[src/design/log_segment_write_allocator_core_defines.svh]
// assertion macros shared by the log segment write allocator modules
`ifndef LOG_SEGMENT_WRITE_ALLOCATOR_CORE_DEFINES_SVH
`define LOG_SEGMENT_WRITE_ALLOCATOR_CORE_DEFINES_SVH

`ifndef SYNTHESIS
// check a condition at every clock edge outside reset
`define LSWA_ASSERT_ALWAYS(label, expr, msg) \
    label: assert property (@(posedge i_clk) disable iff (!i_rst_n) (expr)) else $error(msg);
// check that a condition is followed by another in the next cycle
`define LSWA_ASSERT_NEXT(label, pre, post, msg) \
    label: assert property (@(posedge i_clk) disable iff (!i_rst_n) (pre) |=> (post)) \
        else $error(msg);
`else
`define LSWA_ASSERT_ALWAYS(label, expr, msg)
`define LSWA_ASSERT_NEXT(label, pre, post, msg)
`endif

`endif

[src/design/lswa_pkg.sv]
// types, codes and defaults for the log segment write allocator
package lswa_pkg;

    // default geometry
    localparam int SEGMENTS_DEF           = 64;
    localparam int BLOCKS_PER_SEGMENT_DEF = 32;
    localparam int DATA_BLOCKS_DEF        = 31;

    // request codes
    localparam logic [2:0] REQ_DATA   = 3'd0;
    localparam logic [2:0] REQ_INODE  = 3'd1;
    localparam logic [2:0] REQ_REMOVE = 3'd2;
    localparam logic [2:0] REQ_SET    = 3'd3;
    localparam logic [2:0] REQ_START  = 3'd4;
    localparam logic [2:0] REQ_FLUSH  = 3'd5;
    localparam logic [2:0] REQ_CLEAR  = 3'd6;

    // status codes
    localparam logic [1:0] STAT_OK      = 2'd0;
    localparam logic [1:0] STAT_NO_FREE = 2'd1;
    localparam logic [1:0] STAT_SEQ_END = 2'd2;

    // request word
    typedef struct packed {
        logic [2:0] req_type;
        logic [5:0] segment_index;
        logic       segment_used;
    } t_in_word;

    // result word
    typedef struct packed {
        logic [10:0] alloc_addr;
        logic [4:0]  imap_slot;
        logic        flushed;
        logic [5:0]  flushed_segment;
        logic [1:0]  status;
        logic [5:0]  current_segment;
        logic [4:0]  current_block;
        logic [4:0]  imap_count;
    } t_out_word;

    // controller states
    typedef enum logic [2:0] {
        ST_INIT,
        ST_IDLE,
        ST_EXEC,
        ST_SRCH_RD,
        ST_SRCH_CHK,
        ST_CLEAR,
        ST_DONE
    } t_state;

    // controller to datapath commands
    typedef struct packed {
        logic accept;
        logic exec;
        logic srch_chk;
        logic clr;
        logic out_load;
    } t_ctrl_cmd;

    // datapath to controller status
    typedef struct packed {
        logic go_search;
        logic go_clear;
        logic found;
        logic srch_last;
        logic clr_last;
        logic out_free;
    } t_dp_sts;

endpackage

[src/design/log_segment_write_allocator_core.sv]
// Log segment write allocator, top level.
// Request words come in on i_in_valid / o_in_ready and result words leave on
// o_out_valid / i_out_ready; each request gives exactly one result word.
// The one configuration bit (thorough mode) is written through i_cfg_we with
// i_cfg_wdata and takes effect at that clock edge.
// A plain request passes through the execute and done states; the block takes
// no new word until the previous result is in the output register. A segment
// close in search mode walks the segment bitmap ram one entry at a time, with
// a read state and then a check state for each entry. A clear-map request
// sweeps the bitmap ram one entry a cycle.
// Reset (i_rst_n low, synchronous) zeroes the write pointer and the mode bit,
// then a sweep clears the bitmap ram; o_in_ready stays low until it ends,
// while configuration writes are still taken.
// The result sits in an output register; a new word is accepted while it
// waits, and a finished result that finds the register still full is held
// until the receiver takes the earlier one.
module log_segment_write_allocator_core #(
    parameter int SEGMENTS                = lswa_pkg::SEGMENTS_DEF,
    parameter int BLOCKS_PER_SEGMENT      = lswa_pkg::BLOCKS_PER_SEGMENT_DEF,
    parameter int DATA_BLOCKS_PER_SEGMENT = lswa_pkg::DATA_BLOCKS_DEF
) (
    input  logic                i_clk,
    input  logic                i_rst_n,
    input  logic                i_in_valid,
    output logic                o_in_ready,
    input  lswa_pkg::t_in_word  i_in_word,
    output logic                o_out_valid,
    input  logic                i_out_ready,
    output lswa_pkg::t_out_word o_out_word,
    input  logic                i_cfg_we,
    input  logic                i_cfg_wdata
);

    lswa_pkg::t_ctrl_cmd w_cmd;
    lswa_pkg::t_dp_sts   w_sts;

    // sequencing
    lswa_ctrl u_ctrl (
        .i_clk      (i_clk),
        .i_rst_n    (i_rst_n),
        .i_in_valid (i_in_valid),
        .o_in_ready (o_in_ready),
        .i_sts      (w_sts),
        .o_cmd      (w_cmd)
    );

    // pointer, bitmap and result datapath
    lswa_dp #(
        .SEGMENTS                (SEGMENTS),
        .BLOCKS_PER_SEGMENT      (BLOCKS_PER_SEGMENT),
        .DATA_BLOCKS_PER_SEGMENT (DATA_BLOCKS_PER_SEGMENT)
    ) u_dp (
        .i_clk       (i_clk),
        .i_rst_n     (i_rst_n),
        .i_cmd       (w_cmd),
        .o_sts       (w_sts),
        .i_in_word   (i_in_word),
        .i_cfg_we    (i_cfg_we),
        .i_cfg_wdata (i_cfg_wdata),
        .o_out_valid (o_out_valid),
        .i_out_ready (i_out_ready),
        .o_out_word  (o_out_word)
    );

endmodule

[src/design/lswa_ram.sv]
// generic single write port ram with registered read
module lswa_ram #(
    parameter int WIDTH = 1,
    parameter int DEPTH = lswa_pkg::SEGMENTS_DEF
) (
    input  logic                     i_clk,
    input  logic                     i_we,
    input  logic [$clog2(DEPTH)-1:0] i_waddr,
    input  logic [WIDTH-1:0]         i_wdata,
    input  logic [$clog2(DEPTH)-1:0] i_raddr,
    output logic [WIDTH-1:0]         o_rdata
);

    logic [WIDTH-1:0] r_mem [DEPTH];
    logic [WIDTH-1:0] r_rdata;

    // write port
    always_ff @(posedge i_clk) begin
        if (i_we) begin
            r_mem[i_waddr] <= i_wdata;
        end
    end

    // registered read port
    always_ff @(posedge i_clk) begin
        r_rdata <= r_mem[i_raddr];
    end

    assign o_rdata = r_rdata;

endmodule

[src/design/lswa_ctrl.sv]
// controller state machine sequencing requests, searches and map sweeps
`include "log_segment_write_allocator_core_defines.svh"

module lswa_ctrl (
    input  logic                i_clk,
    input  logic                i_rst_n,
    input  logic                i_in_valid,
    output logic                o_in_ready,
    input  lswa_pkg::t_dp_sts   i_sts,
    output lswa_pkg::t_ctrl_cmd o_cmd
);

    lswa_pkg::t_state r_state;
    lswa_pkg::t_state n_state;

    // state register, reset starts the map sweep
    always_ff @(posedge i_clk) begin
        if (!i_rst_n) begin
            r_state <= lswa_pkg::ST_INIT;
        end else begin
            r_state <= n_state;
        end
    end

    // next state
    always_comb begin
        n_state = r_state;
        case (r_state)
            lswa_pkg::ST_INIT: begin
                if (i_sts.clr_last) begin
                    n_state = lswa_pkg::ST_IDLE;
                end
            end
            lswa_pkg::ST_IDLE: begin
                if (i_in_valid) begin
                    n_state = lswa_pkg::ST_EXEC;
                end
            end
            lswa_pkg::ST_EXEC: begin
                if (i_sts.go_clear) begin
                    n_state = lswa_pkg::ST_CLEAR;
                end else if (i_sts.go_search) begin
                    n_state = lswa_pkg::ST_SRCH_RD;
                end else begin
                    n_state = lswa_pkg::ST_DONE;
                end
            end
            lswa_pkg::ST_SRCH_RD: begin
                n_state = lswa_pkg::ST_SRCH_CHK;
            end
            lswa_pkg::ST_SRCH_CHK: begin
                if (i_sts.found || i_sts.srch_last) begin
                    n_state = lswa_pkg::ST_DONE;
                end else begin
                    n_state = lswa_pkg::ST_SRCH_RD;
                end
            end
            lswa_pkg::ST_CLEAR: begin
                if (i_sts.clr_last) begin
                    n_state = lswa_pkg::ST_DONE;
                end
            end
            lswa_pkg::ST_DONE: begin
                if (i_sts.out_free) begin
                    n_state = lswa_pkg::ST_IDLE;
                end
            end
            default: begin
                n_state = lswa_pkg::ST_INIT;
            end
        endcase
    end

    // commands
    always_comb begin
        o_in_ready      = (r_state == lswa_pkg::ST_IDLE);
        o_cmd.accept    = (r_state == lswa_pkg::ST_IDLE) && i_in_valid;
        o_cmd.exec      = (r_state == lswa_pkg::ST_EXEC);
        o_cmd.srch_chk  = (r_state == lswa_pkg::ST_SRCH_CHK);
        o_cmd.clr       = (r_state == lswa_pkg::ST_INIT) || (r_state == lswa_pkg::ST_CLEAR);
        o_cmd.out_load  = (r_state == lswa_pkg::ST_DONE) && i_sts.out_free;
    end

    // a request is executed in a single cycle
    `LSWA_ASSERT_NEXT(a_exec_once, r_state == lswa_pkg::ST_EXEC,
        r_state != lswa_pkg::ST_EXEC, "exec held")
    // every bitmap read is followed by its check
    `LSWA_ASSERT_NEXT(a_rd_then_chk, r_state == lswa_pkg::ST_SRCH_RD,
        r_state == lswa_pkg::ST_SRCH_CHK, "read not checked")
    // the end of a clear sweep leads to the result
    `LSWA_ASSERT_NEXT(a_clr_to_done, r_state == lswa_pkg::ST_CLEAR && i_sts.clr_last,
        r_state == lswa_pkg::ST_DONE, "clear sweep not finished")

endmodule

[src/design/lswa_dp.sv]
// datapath: write pointer, bitmap ram, free search and result register
`include "log_segment_write_allocator_core_defines.svh"

module lswa_dp #(
    parameter int SEGMENTS                = lswa_pkg::SEGMENTS_DEF,
    parameter int BLOCKS_PER_SEGMENT      = lswa_pkg::BLOCKS_PER_SEGMENT_DEF,
    parameter int DATA_BLOCKS_PER_SEGMENT = lswa_pkg::DATA_BLOCKS_DEF
) (
    input  logic                i_clk,
    input  logic                i_rst_n,
    input  lswa_pkg::t_ctrl_cmd i_cmd,
    output lswa_pkg::t_dp_sts   o_sts,
    input  lswa_pkg::t_in_word  i_in_word,
    input  logic                i_cfg_we,
    input  logic                i_cfg_wdata,
    output logic                o_out_valid,
    input  logic                i_out_ready,
    output lswa_pkg::t_out_word o_out_word
);

    localparam int SEG_W  = $clog2(SEGMENTS);
    localparam int CNT_W  = $clog2(DATA_BLOCKS_PER_SEGMENT + 1);
    localparam int ADDR_W = $clog2(SEGMENTS * BLOCKS_PER_SEGMENT + DATA_BLOCKS_PER_SEGMENT);

    // architectural state
    logic [SEG_W-1:0] r_seg, n_seg;
    logic [CNT_W-1:0] r_blk, n_blk;
    logic [CNT_W-1:0] r_imap, n_imap;
    logic             r_thorough, n_thorough;

    // working registers
    lswa_pkg::t_in_word  r_req, n_req;
    lswa_pkg::t_out_word r_res, n_res;
    lswa_pkg::t_out_word r_out, n_out;
    logic                r_out_valid, n_out_valid;
    logic [SEG_W-1:0]    r_cand, n_cand;
    logic [SEG_W-1:0]    r_cnt, n_cnt;
    logic [SEG_W-1:0]    r_clr, n_clr;

    // bitmap ram port
    logic             w_we;
    logic [SEG_W-1:0] w_waddr;
    logic             w_wdata;
    logic             w_rdata;

    // request decode and pointer arithmetic
    logic              w_blk_req, w_appends, w_takes_slot, w_full, w_idx_ok;
    logic [CNT_W:0]    w_imap_inc, w_blk_inc;
    logic [SEG_W:0]    w_seg_inc;
    logic [ADDR_W-1:0] w_addr;
    logic [SEG_W-1:0]  w_seg_wrap, w_cand_wrap;

    lswa_ram #(
        .WIDTH (1),
        .DEPTH (SEGMENTS)
    ) u_map (
        .i_clk   (i_clk),
        .i_we    (w_we),
        .i_waddr (w_waddr),
        .i_wdata (w_wdata),
        .i_raddr (r_cand),
        .o_rdata (w_rdata)
    );

    // decode and arithmetic on the held request
    always_comb begin
        w_blk_req    = r_req.req_type inside {lswa_pkg::REQ_DATA, lswa_pkg::REQ_INODE,
                                              lswa_pkg::REQ_REMOVE};
        w_appends    = r_req.req_type inside {lswa_pkg::REQ_DATA, lswa_pkg::REQ_INODE};
        w_takes_slot = r_req.req_type inside {lswa_pkg::REQ_INODE, lswa_pkg::REQ_REMOVE};
        w_imap_inc   = {1'b0, r_imap} + (CNT_W+1)'(w_takes_slot);
        w_blk_inc    = {1'b0, r_blk} + (CNT_W+1)'(1);
        w_full       = (w_blk_inc >= (CNT_W+1)'(DATA_BLOCKS_PER_SEGMENT)) ||
                       (w_imap_inc >= (CNT_W+1)'(DATA_BLOCKS_PER_SEGMENT));
        w_seg_inc    = {1'b0, r_seg} + (SEG_W+1)'(1);
        w_seg_wrap   = (r_seg == SEG_W'(SEGMENTS - 1)) ? '0 : SEG_W'(w_seg_inc);
        w_cand_wrap  = (r_cand == SEG_W'(SEGMENTS - 1)) ? '0 : (r_cand + SEG_W'(1));
        w_idx_ok     = 32'(r_req.segment_index) < 32'(SEGMENTS);
        w_addr       = ADDR_W'(r_seg) * ADDR_W'(BLOCKS_PER_SEGMENT) + ADDR_W'(r_blk);
    end

    // status to the controller
    always_comb begin
        o_sts.go_search = w_blk_req && w_full && !r_thorough;
        o_sts.go_clear  = (r_req.req_type == lswa_pkg::REQ_CLEAR);
        o_sts.found     = !w_rdata;
        o_sts.srch_last = (r_cnt == SEG_W'(SEGMENTS - 1));
        o_sts.clr_last  = (r_clr == SEG_W'(SEGMENTS - 1));
        o_sts.out_free  = !r_out_valid || i_out_ready;
    end

    // next values
    always_comb begin
        n_seg       = r_seg;
        n_blk       = r_blk;
        n_imap      = r_imap;
        n_thorough  = r_thorough;
        n_req       = r_req;
        n_res       = r_res;
        n_out       = r_out;
        n_cand      = r_cand;
        n_cnt       = r_cnt;
        n_clr       = r_clr;
        n_out_valid = r_out_valid;
        w_we        = 1'b0;
        w_waddr     = r_seg;
        w_wdata     = 1'b1;

        // configuration write
        if (i_cfg_we) begin
            n_thorough = i_cfg_wdata;
        end

        // map sweep, one entry a cycle
        if (i_cmd.clr) begin
            w_we    = 1'b1;
            w_waddr = r_clr;
            w_wdata = 1'b0;
            n_clr   = o_sts.clr_last ? '0 : (r_clr + SEG_W'(1));
        end

        // take a request word
        if (i_cmd.accept) begin
            n_req = i_in_word;
        end

        // execute the request
        if (i_cmd.exec) begin
            n_res.alloc_addr      = w_appends ? 11'(w_addr) : '0;
            n_res.imap_slot       = w_takes_slot ? 5'(r_imap) : '0;
            n_res.flushed         = 1'b0;
            n_res.flushed_segment = '0;
            n_res.status          = lswa_pkg::STAT_OK;
            n_clr                 = '0;
            case (r_req.req_type)
                lswa_pkg::REQ_DATA, lswa_pkg::REQ_INODE, lswa_pkg::REQ_REMOVE: begin
                    if (w_full) begin
                        // close the segment and mark it used
                        n_res.flushed         = 1'b1;
                        n_res.flushed_segment = 6'(r_seg);
                        w_we                  = 1'b1;
                        if (r_thorough) begin
                            if (w_seg_inc < (SEG_W+1)'(SEGMENTS)) begin
                                n_seg  = SEG_W'(w_seg_inc);
                                n_blk  = '0;
                                n_imap = '0;
                            end else begin
                                n_res.status = lswa_pkg::STAT_SEQ_END;
                            end
                        end else begin
                            n_cand = w_seg_wrap;
                            n_cnt  = SEG_W'(1);
                        end
                    end else begin
                        n_imap = CNT_W'(w_imap_inc);
                        if (w_appends) begin
                            n_blk = CNT_W'(w_blk_inc);
                        end
                    end
                end
                lswa_pkg::REQ_SET: begin
                    if (w_idx_ok) begin
                        w_we    = 1'b1;
                        w_waddr = SEG_W'(r_req.segment_index);
                        w_wdata = r_req.segment_used;
                    end
                end
                lswa_pkg::REQ_START: begin
                    if (w_idx_ok) begin
                        n_seg  = SEG_W'(r_req.segment_index);
                        n_blk  = '0;
                        n_imap = '0;
                    end
                end
                lswa_pkg::REQ_FLUSH: begin
                    w_we                  = 1'b1;
                    n_res.flushed         = 1'b1;
                    n_res.flushed_segment = 6'(r_seg);
                end
                default: begin
                end
            endcase
            n_res.current_segment = 6'(n_seg);
            n_res.current_block   = 5'(n_blk);
            n_res.imap_count      = 5'(n_imap);
        end

        // check one bitmap entry of the circular search
        if (i_cmd.srch_chk) begin
            if (o_sts.found) begin
                n_seg                 = r_cand;
                n_blk                 = '0;
                n_imap                = '0;
                n_res.current_segment = 6'(r_cand);
                n_res.current_block   = '0;
                n_res.imap_count      = '0;
            end else if (o_sts.srch_last) begin
                n_res.status = lswa_pkg::STAT_NO_FREE;
            end else begin
                n_cnt  = r_cnt + SEG_W'(1);
                n_cand = w_cand_wrap;
            end
        end

        // output register
        if (i_cmd.out_load) begin
            n_out       = r_res;
            n_out_valid = 1'b1;
        end else if (i_out_ready) begin
            n_out_valid = 1'b0;
        end
    end

    // control and pointer state
    always_ff @(posedge i_clk) begin
        if (!i_rst_n) begin
            r_seg       <= '0;
            r_blk       <= '0;
            r_imap      <= '0;
            r_thorough  <= 1'b0;
            r_clr       <= '0;
            r_out_valid <= 1'b0;
        end else begin
            r_seg       <= n_seg;
            r_blk       <= n_blk;
            r_imap      <= n_imap;
            r_thorough  <= n_thorough;
            r_clr       <= n_clr;
            r_out_valid <= n_out_valid;
        end
    end

    // payload registers
    always_ff @(posedge i_clk) begin
        r_req  <= n_req;
        r_res  <= n_res;
        r_out  <= n_out;
        r_cand <= n_cand;
        r_cnt  <= n_cnt;
    end

    assign o_out_valid = r_out_valid;
    assign o_out_word  = r_out;

    // block slot never reaches the data block count
    `LSWA_ASSERT_ALWAYS(a_blk_range, r_blk < CNT_W'(DATA_BLOCKS_PER_SEGMENT),
        "block slot overrun")
    // imap count never reaches the data block count
    `LSWA_ASSERT_ALWAYS(a_imap_range, r_imap < CNT_W'(DATA_BLOCKS_PER_SEGMENT),
        "imap overrun")
    // a failure status only comes with a segment close
    `LSWA_ASSERT_ALWAYS(a_fail_flushed,
        !r_out_valid || r_out.status == lswa_pkg::STAT_OK || r_out.flushed,
        "failure without close")

endmodule
[config.mk]
export PLATFORM = sky130hd
export DESIGN_NAME = log_segment_write_allocator_core
export DESIGN_NICKNAME = d
export VERILOG_FILES = /design/src/design/lswa_pkg.sv /design/src/design/log_segment_write_allocator_core.sv /design/src/design/lswa_ram.sv /design/src/design/lswa_ctrl.sv /design/src/design/lswa_dp.sv
export VERILOG_INCLUDE_DIRS = /design/src /design/src/design
export SDC_FILE = /design/constraint.sdc
export NUM_CORES = 1
export LEC_CHECK = 0
export BUFFER_PORTS_ARGS = -buffer_cell sky130_fd_sc_hd__buf_4
export CAP_MARGIN = 20
export CORE_UTILIZATION = 30
export CTS_BUF_LIST = sky130_fd_sc_hd__clkbuf_16
export DETAILED_ROUTE_END_ITERATION = 12
export SYNTH_ARGS = -nofsm -noshare
export SYNTH_HDL_FRONTEND = slang
export SYNTH_SLANG_ARGS = --single-unit
[constraint.sdc]
create_clock -name i_clk -period 3.6 [get_ports i_clk]
set_input_delay 0.36 -clock i_clk [delete_from_list [all_inputs] [get_ports i_clk]]
set_output_delay 0.36 -clock i_clk [all_outputs]
set_load 0.005 [all_outputs]
Word-level counts from Yosys, hierarchy flattened
Memory sizes are Yosys's and may differ from the RTL's. A register that Yosys moved wholly into a read port is not among the register bits.
Cells that the tools add are included.
{ "word_totals": {"reg_bits": 131, "mem_bits_rw": 64, "input_bits": 16, "out_inout_bits": 43, "n_memories": 1} }
{ "op_classes": {"addsub": 7, "magnitude_cmp": 3, "eq_ne": 20, "n_mux": 71, "bitwise_logic": 1, "reduce_logical": 21} }
{ "memory_table": {"columns": ["name", "words", "width", "rd", "rd_ports_with_merged_regs", "write_ports", "line_no", "text"], "rows": [
  ["u_dp.u_map.r_mem", 64, 1, 1, 1, 1, "lswa_ram.sv:14", "logic [WIDTH-1:0] r_mem [DEPTH];"]
]} }
{ "ops": {"columns": ["op", "n"], "rows": [
  ["2-to-1 mux 6 bit", 26],
  ["2-to-1 mux 5 bit", 13],
  ["2-to-1 mux 18 bit", 2],
  ["== test 6 bit, second input constant", 4],
  ["2-to-1 mux 3 bit", 7],
  ["one-hot mux 3 bit (7 select lines)", 1],
  ["one-hot mux 5 bit (2 select lines)", 2],
  ["adder 6 x 1 -> 6 bit, second input constant", 3],
  ["== test 3 bit, second input constant", 6],
  ["2-to-1 mux 16 bit", 1],
  ["one-hot mux 7 bit (2 select lines)", 1],
  ["== test 3 x 2 -> 1 bit, second input constant", 4],
  ["greater-or-equal comparator 6 x 5 -> 1 bit, second input constant", 2],
  ["one-hot mux 6 bit (2 select lines)", 1],
  ["adder 11 x 5 -> 11 bit", 1],
  ["2-to-1 mux 1 bit", 10],
  ["2-to-1 mux 2 bit", 5],
  ["2-to-1 mux 9 bit", 1],
  ["adder 6 x 1 -> 7 bit, second input constant", 1],
  ["less-than comparator 7 bit, second input constant", 1],
  ["adder 5 x 1 -> 6 bit", 1],
  ["adder 5 x 1 -> 6 bit, second input constant", 1],
  ["== test 3 x 1 -> 1 bit, second input constant", 2],
  ["logical NOT 3 bit", 2],
  ["12 further kinds", 25]
]} }

Logic depth before layout (Yosys ltp)
{ "logic_depth": {"depth_word": 11, "depth_mapped": 13} }

By module
Synthesis repeated with hierarchy kept, for this count alone.
{ "hier_totals": {"hier_cells": 753, "area_unflattened_um2": 8937.3} }
{ "modules_own_cells": {"columns": ["module", "instances", "cells_per_inst", "area_per_inst_um2", "seq_area_each_um2"], "rows": [
  ["lswa_dp", 1, 510, 5733.0, 3303.2],
  ["lswa_ram", 1, 204, 2914.0, 1941.9],
  ["lswa_ctrl", 1, 39, 290.3, 60.1]
]} }

Least setup slack after synthesis
No wires, ideal clock.
{ "synth_path": {"path_type": "flip-flop to flip-flop", "start": "reg u_ctrl.r_state[2]", "end": "mem u_dp.u_map.r_mem[0] (data pin)", "setup_ps": 503, "t_arrival_ps": 2476, "required_time_ps": 3097, "slack_ps": 621, "stages_incl_launch_ff": 6, "path_buffers": 2, "synth_period_minus_slack_ps": 2979, "path_cell_list": "dfxtp_1 -> buf_6 -> xor2_1 -> nor2_1 -> buf_2 -> nor2_1"} }
{ "synth_between": {"elab_chain_len": 5} }
{ "synth_lines": {"columns": ["element", "line_no", "text"], "rows": [
  ["from (decl)", "lswa_ctrl.sv:13", "lswa_pkg::t_state r_state;"],
  ["from (signal assigned)", "lswa_ctrl.sv:19", "r_state <= lswa_pkg::ST_INIT;"],
  ["from (signal assigned)", "lswa_ctrl.sv:21", "r_state <= n_state;"],
  ["== test 3 bit or logical NOT 3 bit (tied branches)", "lswa_ctrl.sv:80", "o_cmd.clr = (r_state == lswa_pkg::ST_INIT) || (r_state == lswa_pkg::ST_CLEAR);"],
  ["logical OR 1 bit", "lswa_ctrl.sv:80", null],
  ["2-to-1 mux 1 bit", "lswa_dp.sv:115", "if (i_cmd.clr) begin"],
  ["2-to-1 mux 1 bit", "lswa_dp.sv:135", "case (r_req.req_type)"],
  ["2-to-1 mux 1 bit (*)", "lswa_dp.sv:128", "if (i_cmd.exec) begin"],
  ["via u_dp.u_map.i_wdata", "lswa_ram.sv:9", "input logic [WIDTH-1:0] i_wdata,"],
  ["to (decl)", "lswa_ram.sv:14", null]
]} }
The timed path passes the listed nets; every way through them passes the cells marked *.

==> metrics <==
flip-flop and latch area 5310 µm²; #FFs+latches synth 196; share of the cycle needed by the critical path after routing 0.928; top cell types by occurrence after synthesis 138 x edfxtp_1, 111 x nor2_1, 66 x nand2_1; number of antenna violations at the first check in global routing 1; Bufs on Longest Clock Path 2; per-cell via count in the routed design 5.03; maximum vdd drop 0.291 mV; DP Wirelength 14.2 mm; Post-Place Cell Area 9680 µm²; Post-DRT Antenna Nets 0; clock insertion delay at the later pin of the skew report 440 ps; Main synth FF type edfxtp_1; post-synth top area share 0.471; htree depth 4; highest clock frequency the design can meet 299 MHz; shortest clock period the worst path allows after layout 3340 ps; Setup Crit Path Kind reg2reg; static power due to leakage 3.48 nW; cell area after technology mapping 8800 µm²; cell types with the largest area share after synthesis edfxtp_1 47%, dfxtp_1 13%, mux4_2 5.4%; highest cell delay on the worst timing path 570 ps; setup violation total in the final timing report 0; vias in the first global route 5792; number of pins exceeding their max-slew limit in the final report 0; final design instance area without fill 10300 µm²; post-detailed-route wirelength per cell 17.1 µm; Post-Syn Nets 781; pin count of the biggest net entering global routing 65; IO buf count 58; clock-pin transition on the worst setup and hold timing paths 80 ps; final layout net count 837; standard cell with the maximum stage delay on the critical path a2111oi_0; final number of hold-violating endpoints 0; register area share after synthesis 0.603; Die Height 173 µm; multiplexer fraction of the synthesized cell area 0.0617; largest family of logic cells by synthesized area simple AND/OR/NAND/NOR gates; Post-Synthesis Cells 757; syn_area_per_cell 11.6 µm²; global route total overflow 0; Buf+Inv Stages, Crit Path 0; cts repair resizes 0; post-synthesis share of cell area spent on and, or, nand and nor gates 0.178; area of the core region 28800 µm²; Arr. time, crit path 3650 ps; ordered cell list for the critical path xnor2_1 > nor2_1 > ha_1 > ha_1 > xor2_1 > nand4_1 > or2_2 > a21oi_1 > a21oi_1 > a2111oi_0 > a21oi_1; clock skew after layout 12.8 ps; clock sink total 196; outcome complete, no violations; global router's overall resource usage 0.140; final wirelength 20.7 mm; root buffer cell clkbuf_16; kind of cell adding the most delay to the critical path compound AO/OA/AOI/OAI gates; number of buffers added for setup after CTS 0; number of enable-type register cells in the synthesized netlist 138; most frequently used cell type in the post-synthesis netlist edfxtp_1; Syn-to-layout area delta 16.4%; width of the chip 173 µm; class of the tightest hold or removal check in2reg; dominant cell type by area after synthesis edfxtp_1; share of final-layout standard cells stronger than drive strength 1 0.206; final total negative setup slack 0 ps; number of remaining DRC errors 0; area share of fa/ha/maj cells after synthesis 0.0114; synthesized-area fraction occupied by xor and xnor cells 0.0159; CTS tree done; critical-path maximum fanout 8; transition time at the pin with the least slew margin 686 ps; gp weighted congestion 0.876; initial drt markers 511; fraction of registers with async set/reset 0; filler cell count in the final layout 2864; starting density of the core 0.306; number of I/O pins 59; setup repair after global routing missed its margin no; Required @ worst endpoint 3910 ps; total number of placement rows 62; Multi-input gate area 3300 µm²; Hold Buf Count CTS 0; vias after detailed routing 6081; count of warnings emitted by yosys 0; wire length of the first global-routing pass 32.5 mm; Antenna diodes 0; max_slew headroom 0.541; number of distinct library cell variants in the gate-level netlist after synthesis 66; cell repeated most along the worst path a21oi_1; Max-Cap Viols 0; startpoint type of the worst setup path register; CTS buffer count 17; die outline area 30000 µm²; crit end category register; post-synthesis compound-gate area fraction 0.106; detailed-router iteration count before antenna repair 5; PwrDens 428 nW/µm²
[worst paths after layout]
path	startpoint	cells after the start	endpoint	slack (ps)
hold reg to reg	u_dp.r_res[32]	0	u_dp.o_out_word[32]	420
hold / removal	i_in_word[4]	1	u_dp.r_req[4]	90
setup reg to reg	u_dp.r_req[7]	11	u_dp.r_res[13]	260
setup / recovery	u_dp.r_req[7]	11	u_dp.r_res[13]	260
[registers in the layout, summed over array words and instances, names as in the netlist, 6 cells and up]
signal / flops
u_dp.r_res: 41
u_dp.u_map.r_mem: 64
u_dp.r_cand: 6
u_dp.r_clr: 6
u_dp.r_req: 10
u_dp.o_out_word: 41
u_dp.r_cnt: 6
u_dp.r_seg: 6
[power by group]
group	switching (mW)	internal, mW
Combinational	0.0679	0.0516
Sequential	0.0159	2.40
Clock	0.933	0.920
Total	1.02	3.38
[stage by stage]
step	cells	hold WS [ps]	total power, mW	setup slack, ps	util
final	1210	87.8	4.39	259	0.356
after global routing	1210	78.2	4.52	17.5	0.356
after CTS	1210	82.3	4.42	300	0.356
after detailed placement	1178	405	2.59	333	0.336
after global placement	1178	403	2.59	405	0.336
after floorplan	757	400	2.55	621	-
[cell families (layout without fill, tap and decap cells)]
logic type / count (synthesis) / after routing
and+or+nand+nor: 322 / 322
DFF: 196 / 196
AOI/OAI and AO/OA: 142 / 142
buffers and inverters: 45 / 114
muxes: 28 / 28
xor gates and xnor gates: 16 / 16
adders and majority gates: 8 / 8
[layout by cell type, fill, tap and decap left out, types with 3 or more instances in the layout]
cell type,instances
inv_8,3
or2_2,4
nand2_4,4
nand4_1,4
o21ai_0,28
buf_4,77
xnor2_1,8
mux2i_1,7
a221o_1,3
nand2_2,5
dfxtp_1,58
nor2b_1,6
a31oi_1,14
nor2_4,3
xor2_1,8
o211ai_1,5
o21a_1,5
a31o_2,4
nor2_2,10
mux4_2,21
clkbuf_16,17
ha_1,8
nand3b_1,9
nand2b_1,3
nor2_1,109
a211oi_1,3
o22ai_1,6
or3_1,6
a21oi_1,38
edfxtp_1,138
nor3_1,13
inv_6,6
inv_1,6
nand2_1,66
and3_1,8
and2_1,25
a21o_1,6
o21ai_1,6
nand3_1,39
[area by class of cell]
| type | count | area share |
|---|---|---|
| clock buffers | 17 | 0.0415 |
| clock inverters | 15 | 0.0139 |
| inverters | 5 | 0.00183 |
| multi-input cells | 516 | 0.322 |
| flip-flops and latches | 196 | 0.517 |
| well taps | 384 | 0.0469 |
| repair buffers | 77 | 0.0564 |
[metal layers]
metal	vias to the layer above	track usage	routed length [µm]
li1	2901	-	-
met1	2979	0.185	9380
met2	172	0.229	9990
met3	29	0.0268	981
met4	0	0.0461	340
met5	-	0	0
Note: power is estimated with default switching activity, not from simulation.
